### src/rtl/core/wssht_ram.sv
module wssht_ram #(
    parameter int unsigned Width = 8,
    parameter int unsigned Depth = 16
) (
    input  logic                     i_clk,
    input  logic                     i_we,
    input  logic [$clog2(Depth)-1:0] i_waddr,
    input  logic [Width-1:0]         i_wdata,
    input  logic [$clog2(Depth)-1:0] i_raddr,
    output logic [Width-1:0]         o_rdata
);
    logic [Width-1:0] r_mem [Depth];
    logic [Width-1:0] r_rdata;

    always_ff @(posedge i_clk) begin
        if (i_we) begin
            r_mem[i_waddr] <= i_wdata;
        end
        r_rdata <= r_mem[i_raddr];
    end

    assign o_rdata = r_rdata;
endmodule

### config.mk
export PLATFORM = sky130hd
export DESIGN_NAME = wssht_ram
export DESIGN_NICKNAME = d
export VERILOG_FILES = /design/src/rtl/core/wssht_ram.sv
export SDC_FILE = /design/constraint.sdc
export NUM_CORES = 1
export LEC_CHECK = 0
export BUFFER_PORTS_ARGS = -buffer_cell sky130_fd_sc_hd__buf_2
export CORE_UTILIZATION = 55
export DETAILED_ROUTE_END_ITERATION = 6
export PLACE_DENSITY = 0.78
export SYNTH_ARGS = -nofsm -noshare
export SYNTH_HDL_FRONTEND = slang
export SYNTH_SLANG_ARGS = --single-unit
### constraint.sdc
create_clock -name i_clk -period 5.4 [get_ports i_clk]
set_input_delay 1.08 -clock i_clk [delete_from_list [all_inputs] [get_ports i_clk]]
set_output_delay 1.08 -clock i_clk [all_outputs]
set_load 0.005 [all_outputs]
==> results.toml, run 1 <==
[clocking]
clk_latency_ns = 0.52
ctsResizeCount = 0
cts_hold_buf = 0
cts_setup_buffers = 0
cts.sinks = 136
htree_levels = 4
cts_root_buf = "clkbuf_8"
cts_buffer_depth = 2
cts_tree = "yes"
cts_made_buffers = 17
path_clk_slew_ns = 0.06

[place]
place_inst = 355
place.gp.congestion = 0.7616
dp_hpwl_um = 5770
port_buffers = 25

[floorplanning]
core-area_um2 = 8891
ios = 26
start_util_pct = 57.89
fp.dieW_um = 98.74
rows = 34
dieArea_um2 = 9750
die_h_um = 98.74

[sta]
max_freq_mhz = 392.1
slew_violations = 0
tightest_slew_ns = 1.238
max-slew-margin-rel_pct = 16.81
setup_violations = 0
rsz0062_at_grt = "false"
finalCritPeriodShare_pct = 47.23
fin_crit_ns = 2.551
tns_ns = 0
hold_viol_final = 0
finalClockSkew_ns = 0.008908

[yosys]
syn_avg_cell_area_um2 = 22.48
synth_fa_ha_area_share_pct = 0
ys_warn_count = 0
synth_xor_xnor_area_share_pct = 0
synth-compound-area-share_pct = 2.333
seq_area_frac_synth_pct = 77.78
synthesis.area_um2 = 5147
muxShareOfSynthArea_pct = 15.02
synth_cells = 229
synth_simple_gate_area_share_pct = 3.184
yosys_register_bits = 136
synth_top_family_by_area = "multiplexers"
syn_nets = 247
synth_cell_types = 19

[worst_setup_path]
crit_chain = "buf_2 -> mux4_1 -> a22oi_1 -> nand2_1"
critical_path.endpoint_type = "flip-flop"
crit_slowest_cell = "buf_2"
critPathMaxFanout = 32
cp.required_ns = 5.80
crit_arrival_ns = 2.95
critPathKind = "input pin to flip-flop"
reg2reg_from = "r_mem[0][3]"
critPathMaxStageDelay_ns = 0.77
start_kind = "input pin"
startpoint = "i_raddr[0]"

[detailed_routing]
ant_nets = 0
dr_total_vias = 2456
drc = 0
met1Wirelength_um = 3992
wl_met2_um = 4910
wl_met3_um = 847
wl_per_cell_um = 25.60
first_iter_violations = 201
drt_pass1_iterations = 5
viasPerCell = 6.346
routed_wirelength_um = 9909
top_layer_used = "met4"

[global_route]
grt.total_usage_pct = 23.08
antenna_found_initial = 0
grt_pass1_wl_um = 15200
grt_overflow = 0
grt_pass1_vias = 2562
grt_max_degree = 33

[finish]
diodes = 0
drive_above_1_share_pct = 27.24
stdcell_count = 387
seq_area_um2 = 4004
multi_input_area_um2 = 1057
syn_to_final_growth_pct = 15.07
nets = 284
fillers = 537

[worst_hold_path]
hp-start = "r_mem[8][1]"
hold_path.class = "flip-flop to flip-flop"

[power_and_ir_drop]
power_leakage_nw = 1.985
powerDensity_nw_per_um2 = 408.2
max-vdd-ir-drop_v = 0.0002414

[run]
maxCapViolCount = 0

[run_status]
status = "completed"
[synthesized netlist by cell type]
cell	number	area (um2)
a22oi_1	16	120.1
and2_1	1	6.260
and2b_1	1	7.510
buf_2	3	15.01
buf_4	1	7.510
buf_6	3	33.78
clkdlybuf4s25_2	3	30.03
dfxtp_1	8	160.2
edfxtp_1	128	3844
mux4_1	14	367.9
mux4_2	18	405.4
nand2_1	9	33.78
nand2b_1	2	12.51
nand3_1	1	5.000
nand3b_1	2	15.01
nor2_1	13	48.80
nor2b_1	1	6.260
nor3_1	4	20.02
or3b_2	1	8.760
[metrics by stage]
stage / hold slack, ns / total power, mW / utilization (%) / setup slack, ns / area, um2
after floorplan: 0.6293 / 1.268 / - / 2.827 / 5147
after global placement: 0.6528 / 1.306 / 60.10 / 2.301 / 5344
after detailed placement: 0.6606 / 1.312 / 60.10 / 2.283 / 5344
after CTS: 0.6771 / 2.430 / 66.62 / 2.830 / 5923
after global routing: 0.7061 / 2.487 / 66.62 / 2.720 / 5923
final: 0.6716 / 2.418 / 66.62 / 2.849 / 5923
[flip-flops by register name, indices dropped and copies added, names as in the netlist]
| name | count |
|---|---|
| o_rdata | 8 |
| r_mem | 128 |
[critical path: cells and delay by family]
family	cells	cell delay [ns]
and+or+nand+nor	1	0.08
buffers and inverters	1	0.77
muxes	1	0.67
AOI/OAI and AO/OA	1	0.31
[layer usage]
metal  vias to the layer above  GRT usage, %
met5                         -             0
met2                       116         36.15
met1                      1280         29.03
li1                       1049             -
met3                        11         8.723
met4                         0         10.33
[cells by family after synthesis]
logic type	Yosys count
mux	32
buf+inv	10
compound gates	16
flops	136
simple gates	35
[area by class of cell]
cell class                 count  area share, %
clock buffer                  20          7.182
multi-input combinational     83          17.85
timing repair buffer          28          2.493
sequential                   136          67.60
clock inverter                12          2.598
tap                          108          2.281
[path summary, 6_finish.rpt]
kind | end | slack (ns) | depth (start not counted)
worst max-delay path | o_rdata[3] | 2.85 | 4
worst min-delay path | o_rdata[1] | 0.67 | 3
worst max register to register | o_rdata[3] | 3.98 | 3
worst min register to register | o_rdata[1] | 0.67 | 3
[placed cells by master (no fill, tap or decap)]
master      instances
a22oi_1            16
clkbuf_16          16
mux4_2             18
nand3b_1            2
nand2b_1            2
clkinvlp_4          3
clkbuf_8            1
nor2_1             13
clkinv_2            3
buf_2              25
clkbuf_1            3
mux4_1             14
dfxtp_1             8
nand3_1             1
and2b_1             1
inv_6               1
or3b_2              1
nand2_1             9
bufinv_16           3
clkinv_4            2
nor2b_1             1
nor3_1              4
buf_4               3
and2_1              1
edfxtp_1          128
[where the power goes]
group	switching [mW]	internal, mW	leakage (nW)
logic	0.0597	0.0422	0.486
registers	0.00772	1.18	1.22
clock network	0.425	0.703	0.275
Note: power is estimated with default switching activity, not from simulation.
==> inputs of run 2 (changes only) <==
- ABC_AREA: not set -> 1
- PLACE_DENSITY: 0.78 -> 0.8
- clock period: 5.4 -> 2.3 ns (I/O delays scaled with it)
==> results.toml, run 2 <==
[clocking]
cts.sinks = 136
path_clk_slew_ns = 0.06
cts_setup_buffers = 0
cts_root_buf = "clkbuf_8"
cts_hold_buf = 0
ctsResizeCount = 0
cts_tree = "yes"
cts_buffer_depth = 2
clk_latency_ns = 0.52
cts_made_buffers = 17
htree_levels = 4

[global_route]
antenna_found_initial = 0
grt_pass1_wl_um = 19330
use_met2_pct = 40.40
grt.total_usage_pct = 24.27
grt.met1_usage_pct = 29.89
globalRoute.busiestLayer = "met2"
grt_max_degree = 65
grt_overflow = 0
grt_use_met3_pct = 5.890
grt_pass1_vias = 3760

[place]
dp_slack_ns = 0.4293
dp_hpwl_um = 7551
place_area_um2 = 5961
place.gp.congestion = 0.9213
place_inst = 695
port_buffers = 25

[worst_setup_path]
start_kind = "flip-flop"
crit_chain = "buf_2"
cp.required_ns = 1.84
critPathKind = "flip-flop to output pin"
crit_slowest_cell = "dfxtp_1"
critPathMaxStageDelay_ns = 0.38
critPathMaxFanout = 1
critical_path.endpoint_type = "output pin"
crit_buf_inv = 1
crit_family = "flip-flops"
crit_arrival_ns = 1.02

[finish]
drive_above_1_share_pct = 10.83
final_util_pct = 63.36
final_cell_mix = "nand2_1, edfxtp_1, inv_1"
stdcell_count = 727
fin_area_um2 = 6482
regMostFlops = "r_mem"
largest_register_ffs = 128
syn_to_final_growth_pct = 12.41
nets = 596
final_common_cell = "nand2_1"
diodes = 0

[floorplanning]
core-area_um2 = 10230
rows = 37
start_util_pct = 56.37
dieArea_um2 = 10900
fp.dieW_um = 104.4
ios = 26
die_h_um = 104.4

[sta]
hold_viol_final = 0
max-slew-margin-rel_pct = 47.37
finalCritPeriodShare_pct = 64.20
rsz0062_at_grt = "false"
fin_crit_ns = 1.477
tightest_slew_ns = 0.7865
tns_ns = 0
finalClockSkew_ns = 0.01210
max_freq_mhz = 677.3
slew_violations = 0
setup_violations = 0
timing.final.ws_setup_ns = 0.8235

[detailed_routing]
viasPerCell = 5.413
dr_total_vias = 3935
drc = 2
drt_pass1_iterations = 7
ant_nets = 0
wl_per_cell_um = 17.09
first_iter_violations = 333
routed_wirelength_um = 12430

[worst_hold_path]
hold_path.class = "input pin to flip-flop"

[yosys]
seq_area_frac_synth_pct = 69.43
ys.flop_type = "edfxtp_1"
yosysTopAreaCell = "edfxtp_1"
syn_avg_cell_area_um2 = 10.47
netlist_top_cells_area = "edfxtp_1, nand2_1, nand3_1"
synth-edff-count = 128
synth_most_common_cell = "nand2_1"
syn_nets = 569
ys_warn_count = 0
synth_top_area_share_pct = 66.65
synthesis.area_um2 = 5767
yosys_register_bits = 136
synth_cell_types = 12
synth_cells = 551
synth.top_cells.by_count = "nand2_1, edfxtp_1, inv_1"
synthArstFlopShare_pct = 0

[power_and_ir_drop]
swShare_pct = 23.37
p_clk_share_pct = 43.0
power_leakage_nw = 2.796
powerDensity_nw_per_um2 = 843.1
max-vdd-ir-drop_v = 0.0006629
power_frac_seq_pct = 51.0
intPower_mw = 4.188
p_sw_mw = 1.277
comb_power_share_pct = 6.0

[run_status]
status = "complete, but fails checks"
violations = "DRC"

[run]
maxCapViolCount = 0
==> run 2: kinds of logic (layout without fill, tap and decap cells) <==
logic type             after synthesis  count (layout)  share of synthesized area, %
AND/OR/NAND/NOR                    289             289                         21.05
buffers and inverters              126             166                         9.525
flip-flops                         136             136                         69.43
==> run 2: through the flow <==
step	power, mW	hold WS, ns
after floorplan	3.033	0.5589
after global placement	3.155	0.6474
after detailed placement	3.162	0.6731
after CTS	5.484	0.2802
after global routing	5.624	0.3019
final	5.466	0.3099
==> run 2: power by group through the flow <==
stage | logic, mW | clock network, mW | registers [mW]
6_report | 0.326 | 2.35 | 2.79
5_1_grt | 0.357 | 2.47 | 2.79
3_3_place_gp | 0.314 | 0 | 2.84
3_5_place_dp | 0.321 | 0 | 2.84
4_1_cts | 0.325 | 2.37 | 2.79
2_1_floorplan | 0.195 | 0 | 2.84
==> run 2: layer usage <==
layer | wire length (um) | vias up
li1 | - | 1835
met1 | 4815 | 1868
met2 | 6325 | 205
met3 | 950 | 27
met4 | 333 | 0
met5 | 0 | -
==> run 2: cell type report <==
cell class | instances | area, um2
Clock inverter | 14 | 103.9
Multi-Input combinational cell | 289 | 1214
Inverter | 102 | 382.9
Sequential cell | 136 | 4004
Tap cell | 136 | 170.2
Timing Repair Buffer | 32 | 190.2
Fill cell | 748 | 3749
Clock buffer | 18 | 417.9
==> run 2: final timing paths <==
path                              startpoint          to  slack, ns  depth (start not counted)
worst max-delay path              o_rdata[2]  o_rdata[2]       0.82                          1
worst min-delay path              i_raddr[3]  o_rdata[6]       0.31                          3
worst max register to register   r_mem[0][0]  o_rdata[0]       1.20                          6
worst min register to register  r_mem[10][7]  o_rdata[7]       0.69                          6
==> run 2: worst reg2reg max path, stage by stage, from the launching register on <==
cell      delay (ns)
edfxtp_1        0.38
inv_1           0.07
nand2_1         0.05
nand3_1         0.10
nand3_1         0.15
nand3_1         0.16
nand2_1         0.07
